## src/rtl/mns_pkg.sv

```systemverilog
`default_nettype none
// ----------------------------------------------------------------------------
// mns_pkg: shared types and constants for the melody note sequencer
// Item layouts, operation codes, note entry and note table access types.
// ----------------------------------------------------------------------------
package mns_pkg;

    // Default configuration
    localparam int NUM_SONGS_DEF      = 3;
    localparam int NOTES_PER_SONG_DEF = 256;
    localparam int REST_TONE_DEF      = 0;

    // Field widths
    localparam int OP_W      = 3;
    localparam int TICK_W    = 8;
    localparam int SONG_W    = 4;
    localparam int VOL_W     = 7;
    localparam int MS_W      = 16;
    localparam int IDX_W     = 8;
    localparam int TONE_W    = 8;
    localparam int ELAPSED_W = 17;
    localparam int GAP_W     = MS_W - 3;

    localparam logic [VOL_W-1:0] VOL_MAX      = 7'd100;
    localparam logic [VOL_W-1:0] BEEP_VOL_MIN = 7'd3;

    // Operation codes
    localparam logic [OP_W-1:0] OP_TICK      = 3'd0;
    localparam logic [OP_W-1:0] OP_PLAY_ONCE = 3'd1;
    localparam logic [OP_W-1:0] OP_PLAY_LOOP = 3'd2;
    localparam logic [OP_W-1:0] OP_STOP      = 3'd3;
    localparam logic [OP_W-1:0] OP_BEEP      = 3'd4;
    localparam logic [OP_W-1:0] OP_WRITE     = 3'd5;

    typedef struct packed {
        logic [OP_W-1:0]   operation;
        logic [TICK_W-1:0] elapsed_ms;
        logic [SONG_W-1:0] song_id;
        logic [VOL_W-1:0]  volume;
        logic [MS_W-1:0]   beep_ms;
        logic [IDX_W-1:0]  note_index;
        logic [TONE_W-1:0] note_tone;
        logic [MS_W-1:0]   note_ms;
    } req_t;

    typedef struct packed {
        logic              buzzer_on;
        logic              beep_tone;
        logic [TONE_W-1:0] tone_code;
        logic [VOL_W-1:0]  buzzer_volume;
        logic              playing;
        logic [SONG_W-1:0] current_song;
        logic [IDX_W-1:0]  note_position;
    } rsp_t;

    typedef struct packed {
        logic [TONE_W-1:0] tone;
        logic [MS_W-1:0]   ms;
    } note_entry_t;

    // Note table write command
    typedef struct packed {
        logic              en;
        logic [SONG_W-1:0] song;
        logic [IDX_W-1:0]  index;
        note_entry_t       entry;
    } note_wr_t;

    // Note table read request: port a at (song_a, index_a), port b at (song_b, 0)
    typedef struct packed {
        logic [SONG_W-1:0] song_a;
        logic [IDX_W-1:0]  index_a;
        logic [SONG_W-1:0] song_b;
    } note_rd_t;

endpackage : mns_pkg
`default_nettype wire

```

## src/rtl/mns_core.sv

```systemverilog
`default_nettype none
// ----------------------------------------------------------------------------
// mns_core: sequencer state and per-item update
// Applies one command or tick to the song and beep state
// and forms the result from the updated state.
// ----------------------------------------------------------------------------
module mns_core #(
    parameter int NUM_SONGS      = mns_pkg::NUM_SONGS_DEF,
    parameter int NOTES_PER_SONG = mns_pkg::NOTES_PER_SONG_DEF,
    parameter int REST_TONE      = mns_pkg::REST_TONE_DEF
) (
    input  wire                               clk,
    input  wire                               rst_n,
    input  wire                               fire,
    input  mns_pkg::req_t                     item,
    input  mns_pkg::note_entry_t              entry_a,
    input  mns_pkg::note_entry_t              entry_b,
    input  wire                               cfg_we,
    input  wire        [mns_pkg::VOL_W-1:0]   cfg_wdata,
    output mns_pkg::rsp_t                     result,
    output logic       [mns_pkg::SONG_W-1:0]  song_next,
    output logic       [mns_pkg::IDX_W-1:0]   next_index
);

    typedef struct packed {
        logic [mns_pkg::SONG_W-1:0]    active_song;
        logic [mns_pkg::VOL_W-1:0]     song_volume;
        logic [mns_pkg::IDX_W-1:0]     note_pointer;
        logic [mns_pkg::MS_W-1:0]      phase_length;
        logic [mns_pkg::GAP_W-1:0]     gap_length;
        logic                          in_gap;
        logic                          song_active;
        logic                          loop_mode;
        logic [mns_pkg::ELAPSED_W-1:0] song_elapsed;
        logic                          beep_active;
        logic [mns_pkg::ELAPSED_W-1:0] beep_elapsed;
        logic [mns_pkg::MS_W-1:0]      beep_length;
        logic                          snd_on;
        logic                          snd_beep;
        logic [mns_pkg::TONE_W-1:0]    snd_tone;
        logic [mns_pkg::VOL_W-1:0]     snd_vol;
    } seq_state_t;

    localparam logic [mns_pkg::TONE_W-1:0] REST = mns_pkg::TONE_W'(REST_TONE);

    function automatic seq_state_t buzz_off(input seq_state_t s);
        seq_state_t r;
        r          = s;
        r.snd_on   = 1'b0;
        r.snd_beep = 1'b0;
        r.snd_tone = '0;
        r.snd_vol  = '0;
        return r;
    endfunction

    function automatic seq_state_t stop_all(input seq_state_t s);
        seq_state_t r;
        r              = buzz_off(s);
        r.beep_active  = 1'b0;
        r.song_active  = 1'b0;
        r.loop_mode    = 1'b0;
        r.active_song  = '0;
        r.note_pointer = '0;
        r.phase_length = '0;
        r.in_gap       = 1'b0;
        r.gap_length   = '0;
        return r;
    endfunction

    function automatic logic [mns_pkg::ELAPSED_W-1:0] sat_add(
        input logic [mns_pkg::ELAPSED_W-1:0] a,
        input logic [mns_pkg::TICK_W-1:0]    b
    );
        logic [mns_pkg::ELAPSED_W:0] s;
        s = {1'b0, a} + (mns_pkg::ELAPSED_W + 1)'(b);
        return s[mns_pkg::ELAPSED_W] ? '1 : s[mns_pkg::ELAPSED_W-1:0];
    endfunction

    // Load a note; an empty or missing note ends the song or wraps to note 0
    function automatic seq_state_t start_note(
        input seq_state_t                 s,
        input logic                       idx_ok,
        input logic [mns_pkg::IDX_W-1:0]  idx,
        input mns_pkg::note_entry_t       e,
        input mns_pkg::note_entry_t       e0
    );
        seq_state_t                 r;
        logic [mns_pkg::TONE_W-1:0] tone;
        logic [mns_pkg::MS_W-1:0]   ms;
        logic [mns_pkg::IDX_W-1:0]  pos;
        r    = s;
        tone = idx_ok ? e.tone : '0;
        ms   = idx_ok ? e.ms : '0;
        pos  = idx;
        if (ms == '0)
        begin
            if (!s.loop_mode)
            begin
                return stop_all(s);
            end
            pos  = '0;
            tone = e0.tone;
            ms   = e0.ms;
        end
        r.note_pointer = pos;
        if (tone == REST)
        begin
            r.gap_length   = '0;
            r.phase_length = ms;
        end
        else
        begin
            r.gap_length   = ms[mns_pkg::MS_W-1:3];
            r.phase_length = ms - {3'b000, ms[mns_pkg::MS_W-1:3]};
        end
        r.in_gap       = 1'b0;
        r.song_elapsed = '0;
        if (tone == REST)
        begin
            r = buzz_off(r);
        end
        else
        begin
            r.snd_on   = 1'b1;
            r.snd_beep = 1'b0;
            r.snd_tone = tone;
            r.snd_vol  = s.song_volume;
        end
        return r;
    endfunction

    seq_state_t                   st_reg;
    seq_state_t                   st_next;
    logic [mns_pkg::VOL_W-1:0]    beep_volume_reg;
    logic [mns_pkg::VOL_W-1:0]    beep_vol;
    logic [mns_pkg::ELAPSED_W-1:0] se;
    logic [mns_pkg::ELAPSED_W-1:0] be;
    logic [mns_pkg::IDX_W:0]      succ;
    logic                         succ_ok;
    logic                         song_ok;

    // Compute the state after the item in the input register
    always_comb
    begin
        st_next  = st_reg;
        se       = sat_add(st_reg.song_elapsed, item.elapsed_ms);
        be       = sat_add(st_reg.beep_elapsed, item.elapsed_ms);
        succ     = {1'b0, st_reg.note_pointer} + (mns_pkg::IDX_W + 1)'(1);
        succ_ok  = succ < (mns_pkg::IDX_W + 1)'(NOTES_PER_SONG);
        song_ok  = (item.song_id != '0) &&
                   (item.song_id <= mns_pkg::SONG_W'(NUM_SONGS)) &&
                   (item.volume != '0);
        beep_vol = beep_volume_reg;
        if (beep_vol < mns_pkg::BEEP_VOL_MIN)
        begin
            beep_vol = mns_pkg::BEEP_VOL_MIN;
        end
        if (beep_vol > mns_pkg::VOL_MAX)
        begin
            beep_vol = mns_pkg::VOL_MAX;
        end

        if (fire)
        begin
            unique case (item.operation)
                mns_pkg::OP_TICK:
                begin
                    st_next.song_elapsed = se;
                    st_next.beep_elapsed = be;
                    if (st_reg.beep_active)
                    begin
                        // Beep holds the song off until it runs out
                        if (be >= {1'b0, st_reg.beep_length})
                        begin
                            st_next.beep_active = 1'b0;
                            st_next = buzz_off(st_next);
                        end
                    end
                    else if (st_reg.song_active && (se >= {1'b0, st_reg.phase_length}))
                    begin
                        if (!st_reg.in_gap && (st_reg.gap_length != '0))
                        begin
                            // Enter the silent tail of the note
                            st_next.in_gap       = 1'b1;
                            st_next.phase_length = {3'b000, st_reg.gap_length};
                            st_next.song_elapsed = '0;
                            st_next = buzz_off(st_next);
                        end
                        else
                        begin
                            st_next.in_gap = 1'b0;
                            st_next = start_note(st_next, succ_ok,
                                                 succ[mns_pkg::IDX_W-1:0], entry_a, entry_b);
                        end
                    end
                end
                mns_pkg::OP_PLAY_ONCE, mns_pkg::OP_PLAY_LOOP:
                begin
                    if (item.operation == mns_pkg::OP_PLAY_ONCE)
                    begin
                        st_next.beep_active = 1'b0;
                    end
                    if (!song_ok)
                    begin
                        st_next = stop_all(st_next);
                    end
                    else
                    begin
                        st_next.active_song = item.song_id;
                        st_next.song_volume = (item.volume > mns_pkg::VOL_MAX) ?
                                              mns_pkg::VOL_MAX : item.volume;
                        st_next.loop_mode   = (item.operation == mns_pkg::OP_PLAY_LOOP);
                        st_next.song_active = 1'b1;
                        st_next.in_gap      = 1'b0;
                        st_next = start_note(st_next, 1'b1, '0, entry_b, entry_b);
                    end
                end
                mns_pkg::OP_STOP:
                begin
                    st_next = stop_all(st_reg);
                end
                mns_pkg::OP_BEEP:
                begin
                    if (!st_reg.song_active)
                    begin
                        st_next.snd_on       = 1'b1;
                        st_next.snd_beep     = 1'b1;
                        st_next.snd_tone     = '0;
                        st_next.snd_vol      = beep_vol;
                        st_next.beep_elapsed = '0;
                        st_next.beep_length  = item.beep_ms;
                        st_next.beep_active  = 1'b1;
                    end
                end
                default:
                begin
                    // Note writes go to the table only; unknown codes do nothing
                end
            endcase
        end
    end

    // Hold the sequencer state and the beep volume register
    always_ff @(posedge clk or negedge rst_n)
    begin
        if (!rst_n)
        begin
            st_reg          <= '0;
            beep_volume_reg <= '0;
        end
        else
        begin
            st_reg <= st_next;
            if (cfg_we)
            begin
                beep_volume_reg <= cfg_wdata;
            end
        end
    end

    // Form the result from the updated state
    always_comb
    begin
        result.buzzer_on     = st_next.snd_on;
        result.beep_tone     = st_next.snd_on && st_next.snd_beep;
        result.tone_code     = (st_next.snd_on && !st_next.snd_beep) ? st_next.snd_tone : '0;
        result.buzzer_volume = st_next.snd_on ? st_next.snd_vol : '0;
        result.playing       = st_next.song_active;
        result.current_song  = st_next.active_song;
        result.note_position = st_next.note_pointer;
    end

    // Point the table reads at the note after the upcoming pointer
    assign song_next  = st_next.active_song;
    assign next_index = st_next.note_pointer + mns_pkg::IDX_W'(1);

endmodule : mns_core
`default_nettype wire

```

## config.mk

```make
export PLATFORM = sky130hd
export DESIGN_NAME = mns_core
export DESIGN_NICKNAME = d
export VERILOG_FILES = /design/src/rtl/mns_pkg.sv /design/src/rtl/mns_core.sv
export SDC_FILE = /design/constraint.sdc
export NUM_CORES = 1
export LEC_CHECK = 0
export ABC_AREA = 1
export BUFFER_PORTS_ARGS = -buffer_cell sky130_fd_sc_hd__buf_4
export CORE_MARGIN = 1
export CORE_UTILIZATION = 45
export CTS_BUF_LIST = sky130_fd_sc_hd__clkbuf_4 sky130_fd_sc_hd__clkbuf_8
export DETAILED_ROUTE_END_ITERATION = 12
export MAX_ROUTING_LAYER = met4
export PLACE_DENSITY = 0.66
export RECOVER_POWER = 100
export SETUP_SLACK_MARGIN = 0.15
export SLEW_MARGIN = 20
export SYNTH_ARGS = -nofsm -noshare
export SYNTH_HDL_FRONTEND = slang
export SYNTH_SLANG_ARGS = --single-unit
```

## constraint.sdc

```tcl
create_clock -name clk -period 13.4 [get_ports clk]
set_clock_uncertainty 0.1 [all_clocks]
set_input_delay 3.35 -clock clk [delete_from_list [all_inputs] [get_ports clk]]
set_output_delay 3.35 -clock clk [all_outputs]
set_load 0.01 [all_outputs]
```

* Word level (Yosys, flattened, before mapping)
Index checks and enable logic that the tools add are counted.
** Word-level totals
- Memory bits (read-only) :: 0
- Output and inout port bits :: 42
- Bits in writable memories :: 0
- Logic and storage cells :: 150
- Bits of input ports :: 129
- Register bits :: 126
- Memories kept :: 0
- Latch bits :: 0
** Cells by class
- Equality and inequality tests :: 15
- Shift operators :: 0
- Divide/modulo/power cells :: 0
- Bitwise operators :: 1
- $add $sub $neg :: 6
- Multiply operators :: 0
- Reductions and logical operators :: 29
- Mux-type cells :: 75
- Magnitude comparators :: 7
** Operators with widths (count)
- 119-bit two-way mux :: 11
- 51-bit one-hot mux with 4 select lines :: 1
- 68-bit one-hot mux with 3 select lines :: 1
- 16-bit two-way mux :: 11
- 8-bit two-way mux :: 14
- 51-bit two-way mux :: 2
- 17-bit two-way mux :: 4
- 29-bit two-way mux :: 2
- 17-bit by 8-bit adder with 18-bit output :: 2
- 17-bit by 16-bit greater-or-equal comparator with 1-bit output :: 2
- 16-bit logical NOT :: 2
- 16-bit by 13-bit subtractor with 16-bit output :: 2
- 7-bit two-way mux :: 4
- 1-bit two-way mux :: 25
- 8-bit logical NOT :: 2
- 7-bit > comparator (second input constant) :: 2
- 2-bit inequality test (second input constant) :: 7
- 13-bit nonzero test :: 1
- 12-bit AND reduction :: 1
- 5-bit AND reduction :: 2
- 8-bit by 1-bit adder with 9-bit output (second input constant) :: 1
- 9-bit < comparator (second input constant) :: 1
- 9-bit AND reduction :: 1
- 8-bit by 1-bit adder with 8-bit output (second input constant) :: 1
- other kinds (19) :: 31

* Depth between registers and ports, before layout
Gate-level depths: netlist (run 1).
- Depth in word-level cells :: 28
- Depth in mapped cells :: 34
- Mapped depth without buffers :: 34

* Worst setup path after synthesis (run 1)
Ideal clock, no wire load.
- Path kind :: in2out
- Start point :: in item[61] in the netlist's numbering
- End point :: out next_index[4] in the netlist's numbering
- Setup slack :: 3.040 ns
- Arrival time :: 6.910 ns
- Buffers on the path :: 1
- Data required time :: 9.950 ns
- Stages :: 32
- Cell sequence :: ha_1 nand2_1 nand2_1 nand2_1 nand2_1 nand2_1 nand3_1 nand2_1 inv_1 clkbuf_1 nor3_1 inv_1 ha_1 nand2_1 inv_1 a21oi_1 nand2_1 nand2_1 nand2_1 nand2_1 nand2_1 nand2_1 nand3_2 nand3_2 nand2_1 nand2_1 nor2_1 nor2_1 inv_1 ha_1 and2_1 a21oi_1
** Between the ends
- Longest elaborated chain between the ends :: 9
** Ends and longest elaborated chain
- start: declaration :: RTL line mns_core.sv:15 : input mns_pkg::req_t item,
- 17-bit by 8-bit adder with 18-bit output :: RTL line mns_core.sv:75 : s = {1'b0, a} + (mns_pkg::ELAPSED_W + 1)'(b);
- 17-bit two-way mux :: RTL line mns_core.sv:76 : return s[mns_pkg::ELAPSED_W] ? '1 : s[mns_pkg::ELAPSED_W-1:0];
- 17-bit by 16-bit greater-or-equal comparator with 1-bit output :: RTL line mns_core.sv:179 : else if (st_reg.song_active && (se >= {1'b0, st_reg.phase_length}))
- 1-bit logical AND :: RTL line mns_core.sv:179
- 119-bit two-way mux :: RTL line mns_core.sv:179
- 119-bit two-way mux :: RTL line mns_core.sv:170 : if (st_reg.beep_active)
- 68-bit one-hot mux with 3 select lines :: RTL line mns_core.sv:165 : unique case (item.operation)
- 119-bit two-way mux :: RTL line mns_core.sv:163 : if (fire)
- 8-bit by 1-bit adder with 8-bit output :: RTL line mns_core.sv:275 : assign next_index = st_next.note_pointer + mns_pkg::IDX_W'(1);
- end: declaration :: RTL line mns_core.sv:22 : output logic [mns_pkg::IDX_W-1:0] next_index
No other way between the ends. The select of a mux whose other input is x is not followed.

==> results of run 1 <==
## worst max-delay path, delay by kind of cell
kind / cells / cell delay (ns)
AND/OR/NAND/NOR: 19 / 2.83
AO/OA/AOI/OAI: 4 / 0.57
adder cells (fa/ha/maj): 2 / 0.66
buffers and inverters: 6 / 1.09
## final cells by class
type | count | area [um2] | area share (%)
Tap cell | 319 | 399 | 3.22
Clock inverter | 13 | 166 | 1.34
Multi-Input combinational cell | 1230 | 6480 | 52.3
Clock buffer | 18 | 241 | 1.95
Inverter | 278 | 1040 | 8.42
Sequential cell | 126 | 3150 | 25.4
Timing Repair Buffer | 146 | 908 | 7.33
## metal layers
metal  global-route usage [%]  share of wire, %
met5                        -                 0
met4                     8.01               2.1
met3                     3.59               5.3
met2                     43.8                46
met1                     38.2                47
## cells in the final DEF, fill, tap and decap left out, types with 3 or more instances in the layout
cell type	instances
nand2_1	416
inv_1	270
nor2_1	202
dfrtp_1	126
nand3_1	117
o21ai_0	99
a21oi_1	98
buf_4	95
ha_1	76
clkbuf_1	50
a31oi_1	27
nand4_1	23
nor3_1	18
clkbuf_8	17
xor2_1	15
xnor2_1	14
o21ai_1	14
o31ai_1	12
a211oi_1	8
o22ai_1	8
a22oi_1	7
o21a_1	7
o211ai_1	7
or2_2	6
o2111ai_1	6
a21boi_0	6
o32ai_1	6
nor4_1	5
inv_2	4
clkinv_1	4
fa_1	4
nor2_2	3
bufinv_16	3
clkinv_4	3
clkinvlp_4	3
## power by group through the flow
stage | clock network [mW] | registers (mW) | logic (mW)
floorplan | 0 | 0.483 | 0.523
global placement | 0 | 0.501 | 0.675
detailed placement | 0 | 0.503 | 0.691
CTS | 0.366 | 0.496 | 0.695
global route | 0.380 | 0.506 | 0.794
finish | 0.362 | 0.497 | 0.685
## worst min path at each step
stage | slack (ns) | to | depth (start not counted)
floorplan | 0.34 | st_reg[111] | 2
global placement | 0.36 | st_reg[111] | 2
detailed placement | 0.37 | st_reg[108] | 2
CTS | 0.39 | st_reg[108] | 2
global route | 0.42 | st_reg[55] | 2
finish | 0.39 | st_reg[55] | 2
## through the flow
stage / instances / total power, mW / instance area (um2)
floorplan: 1695 / 1.01 / 11000
global placement: 2098 / 1.18 / 12200
detailed placement: 2098 / 1.19 / 12200
CTS: 2129 / 1.56 / 12600
global route: 2130 / 1.68 / 12400
finish: 2130 / 1.54 / 12400
## cells by family (layout without fill, tap and decap cells)
logic type / after synthesis / count (layout) / synth area share [%]
buf+inv: 339 / 455 / 12.4
mux: 1 / 1 / 0.102
compound gates: 318 / 318 / 16.8
flops: 126 / 126 / 28.6
xor+xnor: 29 / 29 / 2.30
fa+ha+maj: 80 / 80 / 9.35
simple gates: 802 / 802 / 30.6
==> impl_metrics.csv, run 1 <==
group,metric,value,unit
run_status,status,"complete, but fails checks",
run_status,violations,"capacitance limit, slew limit",
timing,finalCritPeriodShare,89.2,%
clock_network,path_clk_slew,0.08,ns
floorplanning,boundaryPins,171,
synth,ys.warnings.count,0,
power,switchingPower,649,uW
grt,grt_pass1_wl,53100,um
critical_path,critical_path.startpoint,"item[61]",
floorplanning,row_count,56,
grt,grt_usage,28.1,%
placed_design,hpwl,25500,um
route,drtPass1Iterations,7,
synth,synth_top_area_cell,"dfrtp_1",
placed_design,io_buffers,138,
floorplanning,die_area,25100,um2
route,ant_nets,0,
route,drt_iter0_drc,901,
route,drt_wl_total,33000,um
cells_and_area,largest_register_ffs,119,
clock_network,ctsLongestPathBuffers,2,
timing,rsz0062_at_grt,"false",
cells_and_area,antenna_cells,0,
placed_design,post-place-ws,2.05,ns
power,powerDensity,125,nW/um2
floorplanning,die_y,159,um
timing,setup_ws,1.44,ns
power,p_sw_share,42.0,%
route,wl_per_cell,15.5,um
timing,maxSlewViolCount,176,
floorplanning,coreArea,23800,um2
critical_path,worstReg2RegStart,"st_reg[53]",
synth,avgSynthCellArea,6.51,um2
power,p_leak,6.44,nW
synth,yosysSeqAreaShare,28.6,%
clock_network,numCtsBuffers,17,
cells_and_area,finalNetCount,2008,
timing,setup-tns-final,0,ns
timing,fin_crit,11.96,ns
clock_network,cts_resized,0,
power,seq_power_share,32.2,%
floorplanning,die_w,159,um
synth,ys_top_cells_by_count,"nand2_1, inv_1, nor2_1",
floorplanning,start_util,46.4,%
critical_path,crit_type,"input pin to primary output",
synth,ys_ff_latch,126,
critical_path,endpoint,"result[24]",
timing,worstMarginPinSlew,4.11,ns
synth,synth_cells,1695,
synth,async_reset_ff_share,100,%
critical_path,cp.required,9.95,ns
synth,synth_ff_type,"dfrtp_1",
grt,grt_pass1_vias,10496,
critical_path,max_stage_delay,0.73,ns
power,internal-power,894,uW
grt,grt.overflow.total,0,
route,via_per_inst,5.33,
hold_path,hp-start,"st_reg[55]",
synth,synth_edf_count,0,
job,drv_cap,4,
timing,relSlewSlack,-174,%
route,dr_total_vias,11363,
power,combPwrFrac,44.4,%
synth,synth_fp_nets,1904,
synth,ys_top_cells_by_area,"dfrtp_1, nand2_1, inv_1, ha_1, nor2_1",
critical_path,worstPathMaxFanout,12,
cells_and_area,syn2layout_area_growth,12.3,%
clock_network,cts-root-buf,"clkbuf_8",
critical_path,cp-end-kind,"primary output",
critical_path,timing.rr.end,"st_reg[68]",
placed_design,gp_congestion,0.912,
cells_and_area,final_util,52.2,%
grt,grt_max_degree,76,
route,drc,0,
timing,setup_viol,0,
cells_and_area,drive_above_1_share,8.17,%
timing,fmax,83.6,MHz
synth,yosysTopAreaCellShare,28.6,%
critical_path,r2r_cells,27,
critical_path,crit_path_top_delay_cell,"nor2_1",
power,ir_drop,0.0611,mV
clock_network,cts_setup_buffers,0,
grt,antenna_found_initial,0,
timing,finalHoldViolCount,0,
timing,hold_ws,0.393,ns
critical_path,startpoint_type,"input pin",
synth,synthesis.area,11000,um2
clock_network,ctsHoldBuffers,0,
hold_path,hp-class,"flip-flop to flip-flop",
synth,yosysMostFrequentCell,"nand2_1",
critical_path,cp_common_cell,"nand2_1",
critical_path,critPathArrivalTime,8.51,ns
power,p_clk_share,23.4,%
clock_network,cts_tree,"done",
cells_and_area,n_fill_cell,2476,
synth,ys_types,54,
clock_network,cts.sinks,126,
critical_path,rrSetupSlack,7.74,ns
clock_network,ctsHtreeMaxLevel,4,
clock_network,clock_latency,0.48,ns
(Power assumes the default switching activity.)
==> inputs of run 2 (changes only) <==
--- a/config.mk
+++ b/config.mk
@@ -5,7 +5,7 @@
 export SDC_FILE = /design/constraint.sdc
 export NUM_CORES = 1
 export LEC_CHECK = 0
-export ABC_AREA = 1
+export ABC_AREA = 0
 export BUFFER_PORTS_ARGS = -buffer_cell sky130_fd_sc_hd__buf_4
 export CORE_MARGIN = 1
 export CORE_UTILIZATION = 45
==> impl_metrics.csv, run 2 <==
group,metric,value,unit
route,drc,0,
clock_network,cts_tree,"done",
floorplanning,die_y,152,um
clock_network,ctsLongestPathBuffers,2,
critical_path,path_delay_family,"compound AO/OA/AOI/OAI gates",
floorplanning,die_area,23000,um2
timing,relSlewSlack,-136,%
placed_design,io_buffers,138,
route,dr_total_vias,9224,
synth,synth_ff_type,"dfrtp_1",
timing,setup-tns-final,0,ns
clock_network,cts_setup_buffers,0,
power,ir_drop,0.0619,mV
synth,ys_top_cells_by_count,"dfrtp_1, nand2_1, inv_1",
critical_path,max_stage_delay,0.61,ns
floorplanning,row_count,54,
route,ant_nets,0,
critical_path,critical_path.startpoint,"item[59]",
grt,grt_usage,25.6,%
clock_network,ctsHtreeMaxLevel,4,
route,drtPass1Iterations,6,
critical_path,cp.required,9.95,ns
synth,ys_top_cells_by_area,"dfrtp_1, ha_1, nand2_1, a22o_1, a21oi_1",
synth,synth_fp_nets,1362,
critical_path,r2r_cells,19,
hold_path,hp-class,"flip-flop to flip-flop",
synth,ys_types,96,
synth,synthesis.area,10100,um2
floorplanning,coreArea,21900,um2
synth,async_reset_ff_share,100,%
synth,yosysMostFrequentCell,"dfrtp_1",
timing,rsz0062_at_grt,"false",
cells_and_area,syn2layout_area_growth,13.3,%
floorplanning,die_w,152,um
grt,grt_pass1_vias,8557,
critical_path,critPathArrivalTime,9.07,ns
cells_and_area,n_fill_cell,2148,
run_status,violations,"capacitance limit, slew limit",
synth,ys_ff_latch,126,
synth,synth_edf_count,0,
critical_path,startpoint_type,"input pin",
clock_network,numCtsBuffers,17,
power,powerDensity,119,nW/um2
clock_network,clock_latency,0.45,ns
cells_and_area,multi_input_area,6230,um2
synth,avgSynthCellArea,8.73,um2
run_status,status,"complete, but fails checks",
synth,ys.warnings.count,0,
synth,yosysTopAreaCellShare,31.3,%
timing,maxSlewViolCount,129,
timing,setup_viol,0,
timing,fmax,79.9,MHz
cells_and_area,seq_area,3150,um2
critical_path,cp-end-kind,"primary output",
cells_and_area,largest_register_ffs,119,
critical_path,worstReg2RegStart,"st_reg[51]",
critical_path,worstPathMaxFanout,5,
floorplanning,start_util,46.0,%
route,drt_iter0_drc,707,
grt,grt_max_degree,65,
grt,antenna_found_initial,0,
clock_network,ctsHoldBuffers,0,
synth,synth_top_area_cell,"dfrtp_1",
synth,yosysSeqAreaShare,31.3,%
timing,hold_ws,0.384,ns
cells_and_area,drive_above_1_share,16.4,%
power,p_leak,5.28,nW
timing,finalHoldViolCount,0,
floorplanning,boundaryPins,171,
critical_path,crit_path_top_delay_cell,"a311oi_1",
route,via_per_inst,5.95,
grt,grt_pass1_wl,44700,um
placed_design,gp_congestion,0.956,
critical_path,endpoint,"next_index[7]",
cells_and_area,antenna_cells,0,
critical_path,timing.rr.end,"st_reg[99]",
critical_path,crit_buf_inv,3,
critical_path,cp.depth,23,
timing,fin_crit,12.52,ns
timing,finalCritPeriodShare,93.4,%
route,drt_wl_total,28000,um
critical_path,crit_type,"input pin to primary output",
clock_network,cts_resized,0,
critical_path,rrSetupSlack,7.35,ns
clock_network,cts.sinks,126,
timing,worstMarginPinSlew,3.55,ns
synth,synth_cells,1153,
clock_network,path_clk_slew,0.08,ns
route,wl_per_cell,18.1,um
grt,grt.overflow.total,0,
cells_and_area,finalNetCount,1467,
job,drv_cap,2,
clock_network,cts-root-buf,"clkbuf_8",
critical_path,crit_chain,"clkbuf_1 > ha_1 > fa_1 > a211o_1 > a211oi_1 > nor2_1 > and2_0 > nand2_1 > xor2_1 > nand2_1 > ha_1 > a21o_1 > a211oi_1 > o2111ai_1 > o21ai_4 > nand2_4 > and4b_4 > a311oi_1 > clkinv_1 > and4b_1 > nand3b_2 > xnor2_1 > clkbuf_1",
cells_and_area,final_cell_mix,"dfrtp_1, nand2_1, buf_4, inv_1, a21oi_1",
placed_design,hpwl,21400,um
cells_and_area,final_common_cell,"dfrtp_1",
==> run 2: cell count changes after synthesis, sizes merged, moves of 31 or more <==
cell	change
inv	-193
o21ai	-43
mux2	+31
a22o	+45
nand2	-296
nand3	-94
nor2	-139
==> run 2: power breakdown <==
group	switching, mW	total, mW	internal [mW]
Combinational	0.295	0.526	0.232
Sequential	0.0342	0.466	0.432
Clock	0.175	0.367	0.192
Total	0.503	1.36	0.855
==> run 2: cell type report <==
| cell class | count | area share (%) |
|---|---|---|
| Clock buffer | 18 | 2.17 |
| Clock inverter | 14 | 1.59 |
| Inverter | 81 | 2.67 |
| Multi-Input combinational cell | 885 | 54.6 |
| Sequential cell | 126 | 27.6 |
| Tap cell | 280 | 3.07 |
| Timing Repair Buffer | 147 | 8.29 |
==> run 2: per-layer routing <==
metal	track usage [%]	vias to the layer above	part of all wire, %
met4	5.69	0	1.4
met1	36.6	4440	48
met2	38.3	292	45
li1	-	4463	-
met5	-	-	0
met3	3.83	29	5.6
==> run 2: through the flow <==
step	cell area (um2)	total power [mW]	setup WS, ns	instances	util, %
final	11400	1.36	0.882	1551	52.1
after global placement	11200	0.993	1.40	1519	51.2
after CTS	11600	1.38	1.34	1551	53.2
after global routing	11400	1.46	0.451	1551	52.1
after detailed placement	11200	1.00	1.36	1519	51.2
after floorplan	10100	0.856	2.32	1153	-
==> run 2: worst min-delay path, delay by kind of cell (launching register included) <==
kind	cells	cell delay, ns
flip-flops	1	0.35
AO/OA/AOI/OAI	1	0.06
AND/OR/NAND/NOR	1	0.04
==> run 2: kinds of logic (layout without fill, tap and decap cells) <==
group	Yosys count	in the layout	share of synthesized area, %
compound gates	371	371	26.6
xor+xnor	48	48	4.17
fa+ha+maj	80	80	10.2
buf+inv	142	260	6.16
flops	126	126	31.3
mux	34	34	3.78
simple gates	352	352	17.8
==> run 2: how the worst min path moves through the flow <==
stage	endpoint	cells past startpoint	from
floorplan	st_reg[110]	2	st_reg[110]
global placement	st_reg[110]	2	st_reg[110]
detailed placement	st_reg[111]	2	st_reg[111]
CTS	st_reg[111]	2	st_reg[111]
global route	st_reg[111]	2	st_reg[111]
finish	st_reg[93]	2	st_reg[93]
==> inputs of run 3 (changes only) <==
==> constraint.sdc (replaced) <==
create_clock -name clk -period 13.4 [get_ports clk]
set_clock_uncertainty 0.1 [all_clocks]
set_input_delay 3.35 -clock clk [delete_from_list [all_inputs] [get_ports clk]]
set_output_delay 3.35 -clock clk [all_outputs]
set_load 0.05 [all_outputs]
==> impl_metrics.csv, run 3 (synthesized netlist as in run 2, its figures left out) <==
group,metric,value,unit
run_status,violations,"capacitance limit, slew limit",
floorplanning,boundaryPins,171,
grt,grt_max_degree,78,
power,powerDensity,120,nW/um2
floorplanning,die_y,152,um
route,dr_total_vias,9109,
critical_path,cp-end-kind,"primary output",
cells_and_area,seq_area,3150,um2
route,wl_per_cell,18.0,um
floorplanning,die_w,152,um
timing,setup-tns-final,0,ns
route,drtPass1Iterations,6,
floorplanning,start_util,46.0,%
hold_path,hp-start,"st_reg[93]",
cells_and_area,final_cell_mix,"dfrtp_1, nand2_1, buf_4, inv_1, a21oi_1",
timing,relSlewSlack,-178,%
power,seq_power_share,33.9,%
grt,grt_pass1_wl,44800,um
route,drc,0,
route,wl_met3,1710,um
timing,finalCritPeriodShare,92.9,%
grt,grt.overflow.total,0,
floorplanning,coreArea,21900,um2
route,dr_wl_met2,12800,um
clock_network,cts_setup_buffers,0,
hold_path,min_to,"st_reg[93]",
timing,rsz0062_at_grt,"false",
clock_network,ctsHoldBuffers,0,
cells_and_area,antenna_cells,0,
critical_path,crit_type,"input pin to primary output",
route,drt_iter0_drc,829,
grt,grt_pass1_vias,8512,
route,top_layer_used,"met4",
hold_path,hold_depth,2,
critical_path,cp_common_cell,"o21ai_0",
timing,fin_crit,12.45,ns
cells_and_area,largest_register_ffs,119,
job,drv_cap,2,
timing,maxSlewViolCount,129,
clock_network,cts-root-buf,"clkbuf_8",
route,ant_nets,0,
cells_and_area,finalNetCount,1467,
power,internal-power,857,uW
clock_network,ctsLongestPathBuffers,2,
clock_network,ctsHtreeMaxLevel,4,
critical_path,crit_path_top_delay_cell,"a211o_2",
critical_path,cp.required,9.95,ns
clock_network,cts_tree,"done",
cells_and_area,drive_above_1_share,17.5,%
cells_and_area,final_common_cell,"dfrtp_1",
clock_network,path_clk_slew,0.08,ns
power,p_sw_share,37.7,%
hold_path,hp-class,"flip-flop to flip-flop",
timing,hold_ws,0.381,ns
critical_path,crit_chain,"clkbuf_1 > ha_1 > a21o_1 > a21oi_1 > o21ai_0 > a31oi_1 > o21ai_0 > nand3_1 > o21ai_0 > ha_1 > or4_1 > a221oi_1 > o31a_1 > o31ai_1 > a22oi_1 > nand3_1 > a211o_2 > a21oi_1 > clkbuf_1",
clock_network,numCtsBuffers,17,
critical_path,worstPathMaxFanout,17,
route,drt_wl_total,28000,um
critical_path,rrSetupSlack,7.61,ns
clock_network,clock_latency,0.45,ns
critical_path,max_stage_delay,0.55,ns
timing,setup_viol,0,
grt,grt_usage,25.8,%
cells_and_area,n_fill_cell,2152,
clock_network,cts_resized,0,
critical_path,r2r_cells,17,
floorplanning,row_count,54,
timing,finalHoldViolCount,0,
power,combPwrFrac,39.3,%
placed_design,gp_congestion,0.954,
cells_and_area,post-route-cell-area,11500,um2
critical_path,startpoint_type,"input pin",
clock_network,cts.sinks,126,
placed_design,io_buffers,138,
power,switchingPower,519,uW
route,via_per_inst,5.87,
power,p_clk_share,26.8,%
power,ir_drop,0.0638,mV
cells_and_area,multi_input_area,6240,um2
critical_path,worstReg2RegStart,"st_reg[53]",
critical_path,critPathArrivalTime,9.00,ns
run_status,status,"complete, but fails checks",
placed_design,place_area,11200,um2
power,p_leak,5.33,nW
critical_path,timing.rr.end,"st_reg[99]",
placed_design,hpwl,21400,um
grt,antenna_found_initial,0,
cells_and_area,syn2layout_area_growth,13.7,%
floorplanning,die_area,23000,um2
timing,fmax,80.3,MHz
route,m1WireLength,13300,um
timing,worstMarginPinSlew,4.17,ns
==> run 3: changes by cell type in the layout (fill, tap and decap cells not counted), sizes merged <==
| cell | change |
|---|---|
| inv | +3 |
| buf | +9 |
| clkinv | -3 |
| clkbuf | -9 |
==> run 3: worst max-delay path: cells and delay by family <==
family          cells  cell delay, ns
compound gates     12            3.27
fa+ha+maj           2            0.55
buf+inv             2            0.76
simple gates        3            1.08
==> run 3: power groups by stage <==
stage / clock network [mW] / logic [mW] / registers, mW
final: 0.369 / 0.540 / 0.466
after global routing: 0.392 / 0.611 / 0.473
after CTS: 0.375 / 0.548 / 0.466
after detailed placement: 0 / 0.545 / 0.473
after global placement: 0 / 0.535 / 0.472
after floorplan: 0 / 0.408 / 0.462
==> run 3: area by class of cell <==
cell class	instances	share of cell area [%]
timing repair buffer	147	8.56
multi-input combinational	885	54.5
clock buffer	18	2.16
clock inverter	14	1.55
inverter	81	2.66
tap	280	3.06
sequential	126	27.5
==> run 3: how the worst max path moves through the flow <==
stage          startpoint             to  slack (ns)  cells past startpoint
2_1_floorplan    item[59]  next_index[4]        1.73                     21
4_1_cts          item[59]  next_index[6]        1.27                     23
5_1_grt          item[60]     result[28]        0.46                     19
6_report         item[60]     result[28]        0.95                     19
3_5_place_dp     item[59]  next_index[6]        1.29                     23
3_3_place_gp     item[64]  next_index[6]        1.35                     20
==> run 3: per-layer routing <==
layer / global-route usage, % / up-vias
li1: - / 4454
met1: 36.8 / 4356
met4: 4.95 / 0
met5: - / -
met3: 4.34 / 16
met2: 38.6 / 283
==> run 3: through the flow <==
stage | power (mW) | utilization (%) | instances | setup slack [ns]
3_5_place_dp | 1.02 | 51.2 | 1519 | 1.29
2_1_floorplan | 0.870 | - | 1153 | 1.73
4_1_cts | 1.39 | 53.2 | 1551 | 1.27
6_report | 1.38 | 52.3 | 1551 | 0.952
3_3_place_gp | 1.01 | 51.2 | 1519 | 1.35
5_1_grt | 1.48 | 52.3 | 1551 | 0.457
